===== src/mccs_ram.sv =====
module mccs_ram #(
    parameter int WIDTH = 10,
    parameter int DEPTH = 16
) (
    input  logic                                   i_clk,
    input  logic                                   i_we,
    input  logic [((DEPTH > 1) ? $clog2(DEPTH) : 1)-1:0] i_waddr,
    input  logic [WIDTH-1:0]                       i_wdata,
    input  logic [((DEPTH > 1) ? $clog2(DEPTH) : 1)-1:0] i_raddr,
    output logic [WIDTH-1:0]                       o_rdata
);

    logic [WIDTH-1:0] r_mem [DEPTH];

    // one write port, one registered read port
    always_ff @(posedge i_clk) begin
        if (i_we) begin
            r_mem[i_waddr] <= i_wdata;
        end
        o_rdata <= r_mem[i_raddr];
    end

endmodule


===== config.mk =====
export PLATFORM = sky130hd
export DESIGN_NAME = mccs_ram
export DESIGN_NICKNAME = d
export VERILOG_FILES = /design/src/mccs_ram.sv
export SDC_FILE = /design/constraint.sdc
export NUM_CORES = 1
export LEC_CHECK = 0
export BUFFER_PORTS_ARGS = -buffer_cell sky130_fd_sc_hd__buf_4
export CAP_MARGIN = 15
export CORE_UTILIZATION = 60
export DETAILED_ROUTE_END_ITERATION = 7
export HOLD_SLACK_MARGIN = 0.03
export PLACE_DENSITY = 0.78
export SETUP_SLACK_MARGIN = 0.2
export SYNTH_ARGS = -nofsm -noshare
export SYNTH_HDL_FRONTEND = slang
export SYNTH_SLANG_ARGS = --single-unit

===== constraint.sdc =====
create_clock -name i_clk -period 1.8 [get_ports i_clk]
set_input_delay 0.09 -clock i_clk [delete_from_list [all_inputs] [get_ports i_clk]]
set_output_delay 0.09 -clock i_clk [all_outputs]
set_load 0.005 [all_outputs]

==> reports/qor.yml, run 1 <==
setup_path:
  worstSetupEndpointType: "flop"
  rrSetupSlack_ps: 320
  startpoint: "r_mem[1][9]"
  crit_fanout: 1
  cp.arrival_ps: 1890
  crit_required_ps: 2200
  path_class: "reg -> reg"
  worstRegToRegCells: 3
  r2r-end: "o_rdata[9]"
  worstReg2RegStart: "r_mem[1][9]"
  cp-start-kind: "flop"
routing:
  first_pass_iters: 5
  detail_route.drc_violations: 0
  vias: 3169
  wl_per_cell_um: 25.40
  routed_via_density: 6.338
  antenna_left: 0
  drt-total-wl_um: 12700
  drtIter0Drc: 242
synthesis:
  yosysMostFrequentCell: "edfxtp_1"
  synth_common_cells: "160 x edfxtp_1, 28 x mux4_2, 20 x a22oi_1, 13 x nor2_1, 12 x mux4_1"
  synthesis.nets: 299
  synth_top_area_share_pct: 75.62
  yosys_warnings: 0
  seq_area_frac_synth_pct: 78.77
  syn_avg_cell_area_um2: 22.77
  yosys.cell_types.count: 19
  postSynthCellCount: 279
  synth_enable_flop_cells: 160
  synthArstFlopShare_pct: 0
  ys_seq_elements: 170
  synthTopCellsByArea: "edfxtp_1 76%, mux4_2 9.9%, mux4_1 5.0%"
  yosysTopAreaCell: "edfxtp_1"
  ys.flop_type: "edfxtp_1"
  syn-cell-area_um2: 6354
die:
  core_area_um2: 10280
  ios: 30
  die_y_um: 104.9
  row_count: 37
  dieArea_um2: 11010
  die_w_um: 104.9
  start_util_pct: 61.82
clocking:
  cts_buffers: 17
  clk_latency_ps: 520
  cts_resized: 0
  htreeDepth: 4
  clkSinkCount: 170
  cts_tree: "done"
  cts_hold_buf: 10
  clock-root-buffer: "clkbuf_8"
  postCtsSetupBuffers: 0
  path_clk_slew_ps: 60
  clockBufferDepth: 2
global_routing:
  grt_pass1_wl_um: 19290
  track_usage_pct: 25.51
  grt_max_degree: 17
  antenna_found_initial: 0
  first_global_vias: 3169
  gr-total-overflow: 0
sta:
  tightest_slew_ps: 956.6
  finalSetupTns_ps: 0
  fmax_ghz: 0.6740
  rsz0062_at_grt: "no"
  drv_slew: 0
  hold_viol: 0
  min_period_over_period_pct: 82.42
  relSlewSlack_pct: 36.09
  setup_viol: 0
  period_needed_ps: 1484
  skew_ps: 6.439
  setup_ws_ps: 316.4
pwr:
  peakVddDrop_mv: 0.6025
  switchingPower_mw: 1.628
  combPwrFrac_pct: 5.4
  intPower_mw: 6.902
  power_density_nw_per_um2: 1121
  seqPwrFrac_pct: 52.2
  power.share.clock_pct: 42.4
  switching_share_pct: 19.08
  power.leakage_nw: 2.588
hold_path:
  min_to: "r_mem[0][6]"
  hold_path_class: "in -> reg"
  hold_depth: 3
  min-delay-start: "i_waddr[0]"
final_layout:
  antennaDiodeCount: 0
  stdcell_area_um2: 7607
  num-fill-cells: 558
  nets: 371
  syn2layout_area_growth_pct: 19.73
  final_layout_size_suffix_gt1_share_pct: 31.04
placement:
  dpl_cell_area_um2: 6909
  hpwl_um: 7432
  finalWeightedCongestion: 0.8174
  dpl_worst_slack_ps: 157.7
  port_buffers: 29
status:
  outcome: "finished, final reports clean"
job:
  cap_violations: 0
==> cell families (layout without fill, tap and decap cells) <==
family / Yosys count / count (layout) / share of synthesized area (%)
DFF: 170 / 170 / 78.77
muxes: 40 / 40 / 14.89
and+or+nand+nor: 37 / 37 / 2.678
AOI/OAI and AO/OA: 20 / 20 / 2.363
buffers and inverters: 12 / 97 / 1.300
==> per-stage QoR <==
step	hold slack, ps	utilization, %	cells	total power, mW
2_1_floorplan	188.9	-	279	4.749
3_3_place_gp	390.0	67.23	458	4.952
3_5_place_dp	404.9	67.23	458	4.972
4_1_cts	97.71	74.02	500	8.574
5_1_grt	96.66	74.02	500	8.763
6_report	107.3	74.02	500	8.530
==> per-layer routing <==
metal	global-route usage, %	wire [um]	share of wire, %	up-vias
li1	-	-	-	1330
met1	36.92	4940	39	1618
met2	38.46	6244	49	204
met3	5.926	1289	10	17
met4	10.16	224	1.8	0
met5	0	0	0	-
==> registers in the layout (all words and copies together) (netlist names) <==
signal   count
o_rdata     10
r_mem      160
==> power groups by stage <==
stage | sequential (mW) | combinational, mW | clock [mW]
after floorplan | 4.53 | 0.220 | 0
after global placement | 4.53 | 0.425 | 0
after detailed placement | 4.53 | 0.438 | 0
after CTS | 4.46 | 0.464 | 3.66
after global routing | 4.46 | 0.489 | 3.81
final | 4.46 | 0.459 | 3.62
==> final cells by class <==
cell class | count | area [um2] | share of cell area [%]
well taps | 136 | 170.2 | 2.237
multi-input cells | 97 | 1271 | 16.71
clock inverters | 8 | 117.6 | 1.546
repair buffers | 65 | 563.0 | 7.401
flip-flops and latches | 170 | 5005 | 65.79
clock buffers | 24 | 480.5 | 6.316
==> cells in the final DEF, fill, tap and decap left out <==
| cell type | Yosys | routed |
|---|---|---|
| edfxtp_1 | 160 | 160 |
| buf_4 | 2 | 51 |
| mux4_2 | 28 | 28 |
| a22oi_1 | 20 | 20 |
| clkbuf_16 | 0 | 16 |
| nor2_1 | 13 | 13 |
| mux4_1 | 12 | 12 |
| nand2_1 | 11 | 11 |
| dlygate4sd3_1 | 0 | 10 |
| dfxtp_1 | 10 | 10 |
| clkbuf_8 | 0 | 5 |
| clkinv_2 | 0 | 4 |
| buf_12 | 0 | 4 |
| nor3_1 | 4 | 3 |
| clkbuf_1 | 2 | 3 |
| bufinv_16 | 0 | 3 |
| nor2b_1 | 2 | 2 |
| nand3b_1 | 2 | 2 |
| nand2b_1 | 2 | 2 |
| and2_1 | 1 | 1 |
| nand3_1 | 1 | 1 |
| or3b_1 | 1 | 1 |
| nor3_2 | 0 | 1 |
| clkinvlp_4 | 0 | 1 |
==> worst max-delay path, cell delays in order, from the launching register on <==
cell,delay (ps)
edfxtp_1,400
mux4_1,550
a22oi_1,330
nand2_1,90
==> worst max path at each step <==
stage	end	slack, ps	depth (start not counted)
after floorplan	r_mem[8][0]	380	2
after global placement	o_rdata[0]	200	5
after detailed placement	o_rdata[3]	160	5
after CTS	o_rdata[9]	340	3
after global routing	o_rdata[3]	310	3
final	o_rdata[9]	320	3
No activity file was read; power rests on OpenSTA's default activity.
==> inputs of run 2 (changes only) <==
- clock period: 1.8 -> 1.5 ns (I/O delays scaled with it)
==> reports/qor.yml, run 2 (same netlist as run 1, synthesis figures left out) <==
status:
  outcome: "finished, final reports clean"
clocking:
  htreeDepth: 4  # unchanged
  clk_latency_ps: 530  # about the same
  clkSinkCount: 170  # unchanged
  clockBufferDepth: 2  # unchanged
  postCtsSetupBuffers: 0  # unchanged
  path_clk_slew_ps: 70  # about the same
  cts_buffers: 17  # unchanged
  cts_tree: "done"
  clock-root-buffer: "clkbuf_8"
routing:
  vias: 3105  # -2.0%
  first_pass_iters: 5  # unchanged
  drtIter0Drc: 306  # +26%
  drt-total-wl_um: 12770  # +0.58%
  routed_via_density: 6.235  # -1.6%
  antenna_left: 0  # unchanged
  wl_per_cell_um: 25.65  # +0.99%
  detail_route.drc_violations: 0  # unchanged
global_routing:
  gr-total-overflow: 0  # unchanged
  antenna_found_initial: 0  # unchanged
  track_usage_pct: 25.95  # +0.44 points
  grt_max_degree: 23  # +6
  first_global_vias: 3314  # +4.6%
  grt_pass1_wl_um: 19720  # +2.3%
setup_path:
  crit_fanout: 1  # unchanged
  cp.arrival_ps: 1740  # -150 ps
  critPathBufInv: 0  # unchanged
  path_class: "reg -> reg"
  startpoint: "r_mem[3][0]"
  rrSetupSlack_ps: 170  # -150 ps
  cp_slowest_cell: "mux4_2"
  slowest_delay_ps: 510  # -40 ps
  path_cells: "mux4_2 -> a22oi_2 -> nand2_1"
  crit_required_ps: 1910  # -290 ps
  worstRegToRegCells: 3  # unchanged
  cp-start-kind: "flop"
  r2r-end: "o_rdata[0]"
  crit_family: "multiplexers"
  worstReg2RegStart: "r_mem[3][0]"
  worstSetupEndpointType: "flop"
hold_path:
  hold_depth: 3  # unchanged
  min-delay-start: "i_waddr[0]"
  hold_path_class: "in -> reg"
  min_to: "r_mem[0][1]"
job:
  cap_violations: 0  # unchanged
pwr:
  combPwrFrac_pct: 5.8  # +0.4 points
  switchingPower_mw: 2.053  # +26%
  power.leakage_nw: 2.517  # -2.8%
  power_density_nw_per_um2: 1321  # +18%
  switching_share_pct: 20.43  # +1.3 points
  power.share.clock_pct: 41.0  # -1.4 points
  peakVddDrop_mv: 0.8154  # +35%
  seqPwrFrac_pct: 53.2  # +1.0 points
  intPower_mw: 7.997  # +16%
die:
  die_w_um: 104.9  # unchanged
  start_util_pct: 61.82  # unchanged
  ios: 30  # unchanged
  die_y_um: 104.9  # unchanged
  row_count: 37  # unchanged
  core_area_um2: 10280  # unchanged
  dieArea_um2: 11010  # unchanged
final_layout:
  num-fill-cells: 562  # +0.72%
  stdcell_area_um2: 7609  # about the same
  antennaDiodeCount: 0  # unchanged
  nets: 369  # -0.54%
  syn2layout_area_growth_pct: 19.75  # about the same
  largest_reg_flops: 160  # unchanged
  reg_top3: "r_mem (160), o_rdata (10)"
  final_common_cell: "edfxtp_1"
  final_layout_size_suffix_gt1_share_pct: 35.91  # +4.9 points
  top_register: "r_mem"
  layout_common_cells: "160 x edfxtp_1, 47 x buf_4, 36 x mux4_2, 16 x clkbuf_16, 13 x nor2_1"
sta:
  setup_viol: 0  # unchanged
  whs_ps: 73.48  # -33.80 ps
  skew_ps: 6.133  # -0.3067 ps
  rsz0062_at_grt: "yes"
  drv_slew: 0  # unchanged
  hold_viol: 0  # unchanged
  finalSetupTns_ps: 0  # unchanged
  min_period_over_period_pct: 88.81  # +6.4 points
  period_needed_ps: 1332  # -151.4 ps
  tightest_slew_ps: 1231  # +274.4 ps
  relSlewSlack_pct: 17.63  # -18 points
  fmax_ghz: 0.7506  # +11%
  setup_ws_ps: 167.8  # -148.6 ps
placement:
  port_buffers: 29  # unchanged
  finalWeightedCongestion: 0.7837  # -4.1%
  dpl_worst_slack_ps: -24.20  # -181.9 ps
  dpl_cell_area_um2: 6913  # about the same
  hpwl_um: 7418  # -0.19%
## run 2: what timing repair did
action / CTS / global route
pin swaps: 4 / 7
resized for setup: 13 / 4
hold buffers: 11 / 0
endpoints found under the hold margin: 161 / 0
setup endpoints to repair: 9 / 10
## run 2: how the worst max path moves through the flow
stage | endpoint | slack, ps | depth (start not counted)
after detailed placement | o_rdata[4] | -20 | 5
final | o_rdata[0] | 170 | 3
after global placement | o_rdata[4] | -6 | 5
after CTS | o_rdata[1] | 170 | 3
after floorplan | r_mem[1][0] | 120 | 2
after global routing | o_rdata[0] | 100 | 3
## run 2: routing by layer
| layer | wire length [um] | part of all wire (%) | vias to the layer above | global-route usage [%] |
|---|---|---|---|---|
| li1 | - | - | 1317 | - |
| met1 | 5215 | 41 | 1613 | 35.54 |
| met2 | 6394 | 50 | 149 | 39.92 |
| met3 | 886 | 6.9 | 26 | 7.299 |
| met4 | 276 | 2.2 | 0 | 10.97 |
| met5 | 0 | 0 | - | 0 |
## run 2: worst register-to-register path, stage by stage (launching register included)
cell and delay [ps]:
edfxtp_1 370, mux4_2 510, a22oi_2 240, nand2_1 100
## run 2: cell type report
type                            instances  area, um2  share of cell area (%)
Sequential cell                       170       5005                   65.78
Multi-Input combinational cell         97       1308                   17.18
Timing Repair Buffer                   63      563.0                   7.400
Clock buffer                           21      439.2                   5.772
Tap cell                              136      170.2                   2.236
Clock inverter                         11      123.9                   1.628
## run 2: power groups by stage
stage | clock [mW] | combinational [mW] | sequential [mW]
4_1_cts | 4.18 | 0.577 | 5.34
3_3_place_gp | 0 | 0.512 | 5.43
5_1_grt | 4.38 | 0.621 | 5.35
3_5_place_dp | 0 | 0.526 | 5.44
6_report | 4.13 | 0.579 | 5.35
2_1_floorplan | 0 | 0.265 | 5.43
## run 2: through the flow
step | total power [mW] | std cells | utilization (%)
3_5_place_dp | 5.969 | 454 | 67.26
4_1_cts | 10.10 | 497 | 74.02
2_1_floorplan | 5.700 | 279 | -
6_report | 10.05 | 498 | 74.03
5_1_grt | 10.35 | 498 | 74.03
3_3_place_gp | 5.946 | 454 | 67.26
