File: src/mccs_pkg.sv
package mccs_pkg;

    // fixed field widths
    localparam int COIN_W = 10;
    localparam int AMT_W  = 10;
    localparam int BEST_W = 11;

    // marks a table entry that no coin combination reaches
    localparam logic [BEST_W-1:0] UNREACH = 11'h7FF;

    // command codes
    typedef enum logic [1:0] {
        CMD_CLEAR  = 2'd0,
        CMD_APPEND = 2'd1,
        CMD_SOLVE  = 2'd2
    } t_cmd;

    // solve sequencer states
    typedef enum logic [2:0] {
        ST_IDLE,
        ST_INIT,
        ST_SCAN,
        ST_DRAIN,
        ST_FIN
    } t_state;

    // solve request from the command decode
    typedef struct packed {
        logic             start;
        logic [AMT_W-1:0] amount;
    } t_solve_req;

endpackage

File: src/mccs_fill.sv
module mccs_fill #(
    parameter int MAX_AMOUNT = 1023,
    parameter int MAX_COINS  = 16,
    parameter int TAW        = $clog2(MAX_AMOUNT + 1),
    parameter int CIW        = (MAX_COINS > 1) ? $clog2(MAX_COINS) : 1,
    parameter int CCW        = $clog2(MAX_COINS + 1)
) (
    input  logic                          i_clk,
    input  logic                          i_rst_n,
    input  mccs_pkg::t_solve_req          i_req,
    input  logic [CCW-1:0]                i_coin_count,
    output logic                          o_busy,
    output logic [CIW-1:0]                o_coin_raddr,
    input  logic [mccs_pkg::COIN_W-1:0]   i_coin_rdata,
    output logic                          o_tab_we,
    output logic [TAW-1:0]                o_tab_waddr,
    output logic [mccs_pkg::BEST_W-1:0]   o_tab_wdata,
    output logic [TAW-1:0]                o_tab_raddr,
    input  logic [mccs_pkg::BEST_W-1:0]   i_tab_rdata,
    output logic                          o_valid,
    input  logic                          i_stall,
    output logic [mccs_pkg::AMT_W-1:0]    o_min_coins,
    output logic                          o_no_solution
);

    mccs_pkg::t_state r_state, n_state;

    logic [mccs_pkg::AMT_W-1:0]  r_t, n_t;
    logic [mccs_pkg::AMT_W-1:0]  r_target, n_target;
    logic [CCW-1:0]              r_k, n_k;
    logic [mccs_pkg::BEST_W-1:0] r_best, n_best;
    logic                        r_b_vld, n_b_vld;
    logic                        r_b_last, n_b_last;
    logic                        r_c_vld, n_c_vld;
    logic                        r_c_use, n_c_use;
    logic                        r_c_last, n_c_last;
    logic                        r_out_vld, n_out_vld;
    logic [mccs_pkg::AMT_W-1:0]  r_out_cnt, n_out_cnt;
    logic                        r_out_nosol, n_out_nosol;

    logic                        a_last;
    logic                        b_use;
    logic [mccs_pkg::BEST_W-1:0] cand;
    logic [mccs_pkg::BEST_W-1:0] best_row;
    logic                        over_max;

    // issue stage: coin index for the current row
    assign o_coin_raddr = CIW'(r_k);
    assign a_last       = (r_k + CCW'(1)) == i_coin_count;

    // coin stage: coin fits the row, fetch table at row minus coin
    assign b_use       = (i_coin_rdata != '0) && (i_coin_rdata <= r_t);
    assign o_tab_raddr = TAW'(r_t - i_coin_rdata);

    // table stage: running minimum of the row
    assign cand     = i_tab_rdata + mccs_pkg::BEST_W'(1);
    assign best_row = (r_c_vld && r_c_use && (i_tab_rdata != mccs_pkg::UNREACH) &&
                       (cand < r_best)) ? cand : r_best;

    assign over_max = 32'(i_req.amount) > 32'(MAX_AMOUNT);

    // next state, row control and result word
    always_comb begin
        n_state     = r_state;
        n_t         = r_t;
        n_target    = r_target;
        n_k         = r_k;
        n_best      = r_c_vld ? best_row : r_best;
        n_b_vld     = (r_state == mccs_pkg::ST_SCAN);
        n_b_last    = a_last;
        n_c_vld     = r_b_vld;
        n_c_use     = b_use;
        n_c_last    = r_b_last;
        n_out_vld   = r_out_vld && i_stall;
        n_out_cnt   = r_out_cnt;
        n_out_nosol = r_out_nosol;
        o_tab_we    = 1'b0;
        o_tab_waddr = TAW'(r_t);
        o_tab_wdata = best_row;
        case (r_state)
            mccs_pkg::ST_IDLE: begin
                if (i_req.start) begin
                    n_target = i_req.amount;
                    if (over_max || ((i_req.amount != '0) && (i_coin_count == '0))) begin
                        n_best  = mccs_pkg::UNREACH;
                        n_state = mccs_pkg::ST_FIN;
                    end else if (i_req.amount == '0) begin
                        n_best  = '0;
                        n_state = mccs_pkg::ST_FIN;
                    end else begin
                        n_state = mccs_pkg::ST_INIT;
                    end
                end
            end
            mccs_pkg::ST_INIT: begin
                // entry zero needs no coins
                o_tab_we    = 1'b1;
                o_tab_waddr = '0;
                o_tab_wdata = '0;
                n_t         = mccs_pkg::AMT_W'(1);
                n_k         = '0;
                n_best      = mccs_pkg::UNREACH;
                n_state     = mccs_pkg::ST_SCAN;
            end
            mccs_pkg::ST_SCAN: begin
                n_k = r_k + CCW'(1);
                if (a_last) begin
                    n_state = mccs_pkg::ST_DRAIN;
                end
            end
            mccs_pkg::ST_DRAIN: begin
                // row done once the last coin leaves the table stage
                if (r_c_vld && r_c_last) begin
                    o_tab_we = 1'b1;
                    if (r_t == r_target) begin
                        n_best  = best_row;
                        n_state = mccs_pkg::ST_FIN;
                    end else begin
                        n_best  = mccs_pkg::UNREACH;
                        n_t     = r_t + mccs_pkg::AMT_W'(1);
                        n_k     = '0;
                        n_state = mccs_pkg::ST_SCAN;
                    end
                end
            end
            mccs_pkg::ST_FIN: begin
                if (!r_out_vld || !i_stall) begin
                    n_out_vld = 1'b1;
                    if (r_best == mccs_pkg::UNREACH) begin
                        n_out_cnt   = '0;
                        n_out_nosol = 1'b1;
                    end else begin
                        n_out_cnt   = r_best[mccs_pkg::AMT_W-1:0];
                        n_out_nosol = 1'b0;
                    end
                    n_state = mccs_pkg::ST_IDLE;
                end
            end
            default: begin
                n_state = mccs_pkg::ST_IDLE;
            end
        endcase
    end

    // control registers
    always_ff @(posedge i_clk) begin
        if (!i_rst_n) begin
            r_state   <= mccs_pkg::ST_IDLE;
            r_b_vld   <= 1'b0;
            r_c_vld   <= 1'b0;
            r_out_vld <= 1'b0;
        end else begin
            r_state   <= n_state;
            r_b_vld   <= n_b_vld;
            r_c_vld   <= n_c_vld;
            r_out_vld <= n_out_vld;
        end
    end

    // datapath registers
    always_ff @(posedge i_clk) begin
        r_t         <= n_t;
        r_target    <= n_target;
        r_k         <= n_k;
        r_best      <= n_best;
        r_b_last    <= n_b_last;
        r_c_use     <= n_c_use;
        r_c_last    <= n_c_last;
        r_out_cnt   <= n_out_cnt;
        r_out_nosol <= n_out_nosol;
    end

    assign o_busy        = (r_state != mccs_pkg::ST_IDLE);
    assign o_valid       = r_out_vld;
    assign o_min_coins   = r_out_cnt;
    assign o_no_solution = r_out_nosol;

endmodule

File: config.mk
export PLATFORM = sky130hd
export DESIGN_NAME = mccs_fill
export DESIGN_NICKNAME = d
export VERILOG_FILES = /design/src/mccs_pkg.sv /design/src/mccs_fill.sv
export SDC_FILE = /design/constraint.sdc
export NUM_CORES = 1
export LEC_CHECK = 0
export BUFFER_PORTS_ARGS = -buffer_cell sky130_fd_sc_hd__buf_4
export CORE_MARGIN = 2
export CORE_UTILIZATION = 58
export CTS_BUF_LIST = sky130_fd_sc_hd__clkbuf_16
export DETAILED_ROUTE_END_ITERATION = 10
export GPL_TIMING_DRIVEN = 0
export PLACE_DENSITY = 0.86
export SLEW_MARGIN = 20
export SYNTH_ARGS = -nofsm -noshare
export SYNTH_HDL_FRONTEND = slang
export SYNTH_SLANG_ARGS = --single-unit
File: constraint.sdc
create_clock -name i_clk -period 7.3 [get_ports i_clk]
set_input_delay 0.365 -clock i_clk [delete_from_list [all_inputs] [get_ports i_clk]]
set_output_delay 0.365 -clock i_clk [all_outputs]
set_load 0.005 [all_outputs]
==> run_results.csv <==
group,metric,value,unit
outcome,status,"complete, no violations",
sta,fin_crit,3.71,ns
die,start_util,0.604,
synthesis,syn-num-nets,458,
die,dieWidth,83.0,um
power_and_ir_drop,leakage,2.05,nW
cells_and_area,final_area,0.00452,mm2
sta,slew_violations,0,
synthesis,async_flop_share,0,
die,design.portCount,89,
global_route,grt-busiest-layer,"met2",
clock_network,clock-sinks,56,
routing,wl,8780,um
routing,vias,3324,
worst_hold_path,hold_path.class,"in -> reg",
die,dieArea,0.00688,mm2
clock_network,clk_pin_slew,0.07,ns
routing,drt_iter0_drc,218,
sta,hold_slack,0.251,ns
cells_and_area,antenna_cells,0,
sta,setup_viol,0,
run,maxCapViolCount,0,
clock_network,cts-resized-gates,0,
synthesis,synth_seq_cells,56,
synthesis,synth_cell_types,57,
synthesis,synth.area.mux_share,0.0138,
worst_setup_path,critPathKind,"in -> out",
worst_setup_path,worst_setup_path_end_kind,"output port",
die,core_area,0.00599,mm2
power_and_ir_drop,ir_drop,0.000234,V
clock_network,ctsHoldBuffers,0,
clock_network,clock_path_buffers,2,
placed_design,post_dp_cell_area,0.00437,mm2
synthesis,synth_edf_count,36,
cells_and_area,layout_common_cells,"buf_4 (92), nor2_1 (51), inv_1 (37), edfxtp_1 (36), ha_1 (23)",
worst_setup_path,worstSetupStartpointType,"primary input",
clock_network,ctsHtreeMaxLevel,2,
routing,viasPerCell,5.88,
clock_network,post_cts_buffers,0,
sta,skew,0.00866,ns
die,die_h,83.0,um
clock_network,numCtsBuffers,5,
global_route,met2_usage,0.437,
global_route,grt_use_met3,0.0447,
cells_and_area,fill_cells,428,
die,rows,28,
placed_design,hpwlAfterDp,6790,um
global_route,first_global_vias,3116,
synthesis,synth_ff_type,"edfxtp_1",
worst_setup_path,critPathRequiredTime,6.93,ns
synthesis,syn_inst,394,
placed_design,place_congestion,0.914,
synthesis,yosys.area_share.simple,0.221,
cells_and_area,final_common_cell,"buf_4",
cells_and_area,drive_gt1_frac,0.237,
synthesis,yosysWarnings,0,
sta,grt_setup_unrepaired,"no",
clock_network,cts_tree,"built",
cells_and_area,area_growth_syn_to_layout,24.9,%
sta,fin_tns_setup,0,ns
worst_setup_path,r2r_setup_slack,4.76,ns
sta,fmax,0.270,GHz
worst_setup_path,cp_max_fo,10,
worst_setup_path,arrival,3.34,ns
sta,max_slew_margin,0.402,
sta,finalHoldViolCount,0,
sta,timing.final.crit_share,0.508,
synthesis,synth_fa_ha_area_frac,0.0851,
global_route,grt.overflow.total,0,
global_route,antenna_found_initial,0,
global_route,grt.met1_usage,0.304,
cells_and_area,final_nets,553,
routing,dr.pass1.iters,5,
clock_network,root_buffer,"clkbuf_16",
synthesis,avgSynthCellArea,9.18,um2
global_route,grt_pass1_wl,14100,um
synthesis,synth_top_family_by_area,"simple AND/OR/NAND/NOR gates",
synthesis,synth_compound_area_frac,0.122,
global_route,track_usage,0.248,
synthesis,syn-cell-area,0.00362,mm2
clock_network,clock_latency,0.30,ns
synthesis,synth_xor_xnor_area_share,0.0896,
placed_design,port_buffers,88,
power_and_ir_drop,p_per_area,324,mW/mm2
routing,wl_per_cell,15.5,um
sta,worst_pin_slew,0.894,ns
routing,ant_nets,0,
global_route,grt_max_degree,18,
synthesis,seq_area_frac_synth,0.410,
routing,drcViolationCount,0,
## synth_stat cells, drive strengths merged (4+ instances only)
| cell type | instances | area (um2) |
|---|---|---|
| nor2 | 52 | 203 |
| inv | 37 | 139 |
| edfxtp | 36 | 1080 |
| ha | 23 | 288 |
| nand2 | 23 | 93.8 |
| a21oi | 20 | 100 |
| dfxtp | 20 | 400 |
| xnor2 | 20 | 175 |
| nand3 | 17 | 85.1 |
| xor2 | 17 | 149 |
| o21ai | 16 | 80.1 |
| nor2b | 12 | 75.1 |
| nand4 | 11 | 75.1 |
| nor3 | 11 | 55.1 |
| a31oi | 7 | 43.8 |
| buf | 7 | 51.3 |
| clkbuf | 5 | 18.8 |
| mux2i | 5 | 50.1 |
| nor4 | 5 | 37.5 |
| a211oi | 4 | 30.0 |
| o22ai | 4 | 25.0 |
| or2 | 4 | 25.0 |
| or3 | 4 | 25.0 |
## sequential cells by signal, summed over array words and instances (netlist names), 3 cells and up
| register | count |
|---|---|
| o_min_coins | 10 |
| r_best | 11 |
| r_k | 5 |
| r_state | 3 |
| r_t | 10 |
| r_target | 10 |
## final timing paths
kind / from / to / depth (start not counted)
max: i_tab_rdata[0] / o_tab_wdata[7] / 13
min: i_req[6] / r_target[6]$_DFFE_PP_ / 1
max reg2reg: r_best[8]$_DFF_P_ / r_best[1]$_DFF_P_ / 9
min reg2reg: n_c_last$_DFF_P_ / r_c_last$_DFF_P_ / 0
## cells by family after synthesis
kind of cell / Yosys count
XOR/XNOR: 37
flip-flops: 56
adder cells (fa/ha/maj): 24
AO/OA/AOI/OAI: 68
AND/OR/NAND/NOR: 155
multiplexers: 5
buffers and inverters: 49
## stage by stage
step / total power, W / cells / util / worst slack, ns
2_1_floorplan: 0.000924 / 394 / - / 4.26
6_report: 0.00146 / 565 / 0.754 / 3.59
3_3_place_gp: 0.00119 / 557 / 0.730 / 3.82
5_1_grt: 0.00156 / 565 / 0.754 / 3.39
4_1_cts: 0.00146 / 565 / 0.753 / 3.60
3_5_place_dp: 0.00122 / 557 / 0.730 / 3.63
## power breakdown
part           internal (W)  switching [W]  total, W
Sequential         0.000440      0.0000647  0.000505
Combinational      0.000344       0.000378  0.000722
Clock              0.000127       0.000111  0.000238
## per-layer routing
layer / up-vias / wire [um]
met4: 0 / 218
met3: 28 / 542
li1: 1587 / -
met5: - / 0
met1: 1556 / 3610
met2: 153 / 4410
## worst max-delay path: stages
cell	delay [ns]
buf_4	0.11
ha_1	0.19
nand3_1	0.20
nor2_4	0.22
xnor2_1	0.21
ha_1	0.31
a211oi_1	0.26
o2111ai_1	0.23
a221oi_4	0.43
nand2_4	0.17
buf_6	0.19
a211oi_1	0.28
buf_4	0.16
## layout make-up
| class | count | area [um2] | share of cell area |
|---|---|---|---|
| Timing Repair Buffer | 88 | 661 | 0.146 |
| Buffer | 12 | 70.1 | 0.0155 |
| Clock inverter | 3 | 17.5 | 0.00388 |
| Inverter | 37 | 139 | 0.0307 |
| Sequential cell | 56 | 1480 | 0.328 |
| Clock buffer | 5 | 125 | 0.0277 |
| Tap cell | 75 | 93.8 | 0.0208 |
| Multi-Input combinational cell | 289 | 1930 | 0.427 |
No activity file was read; power rests on OpenSTA's default activity.
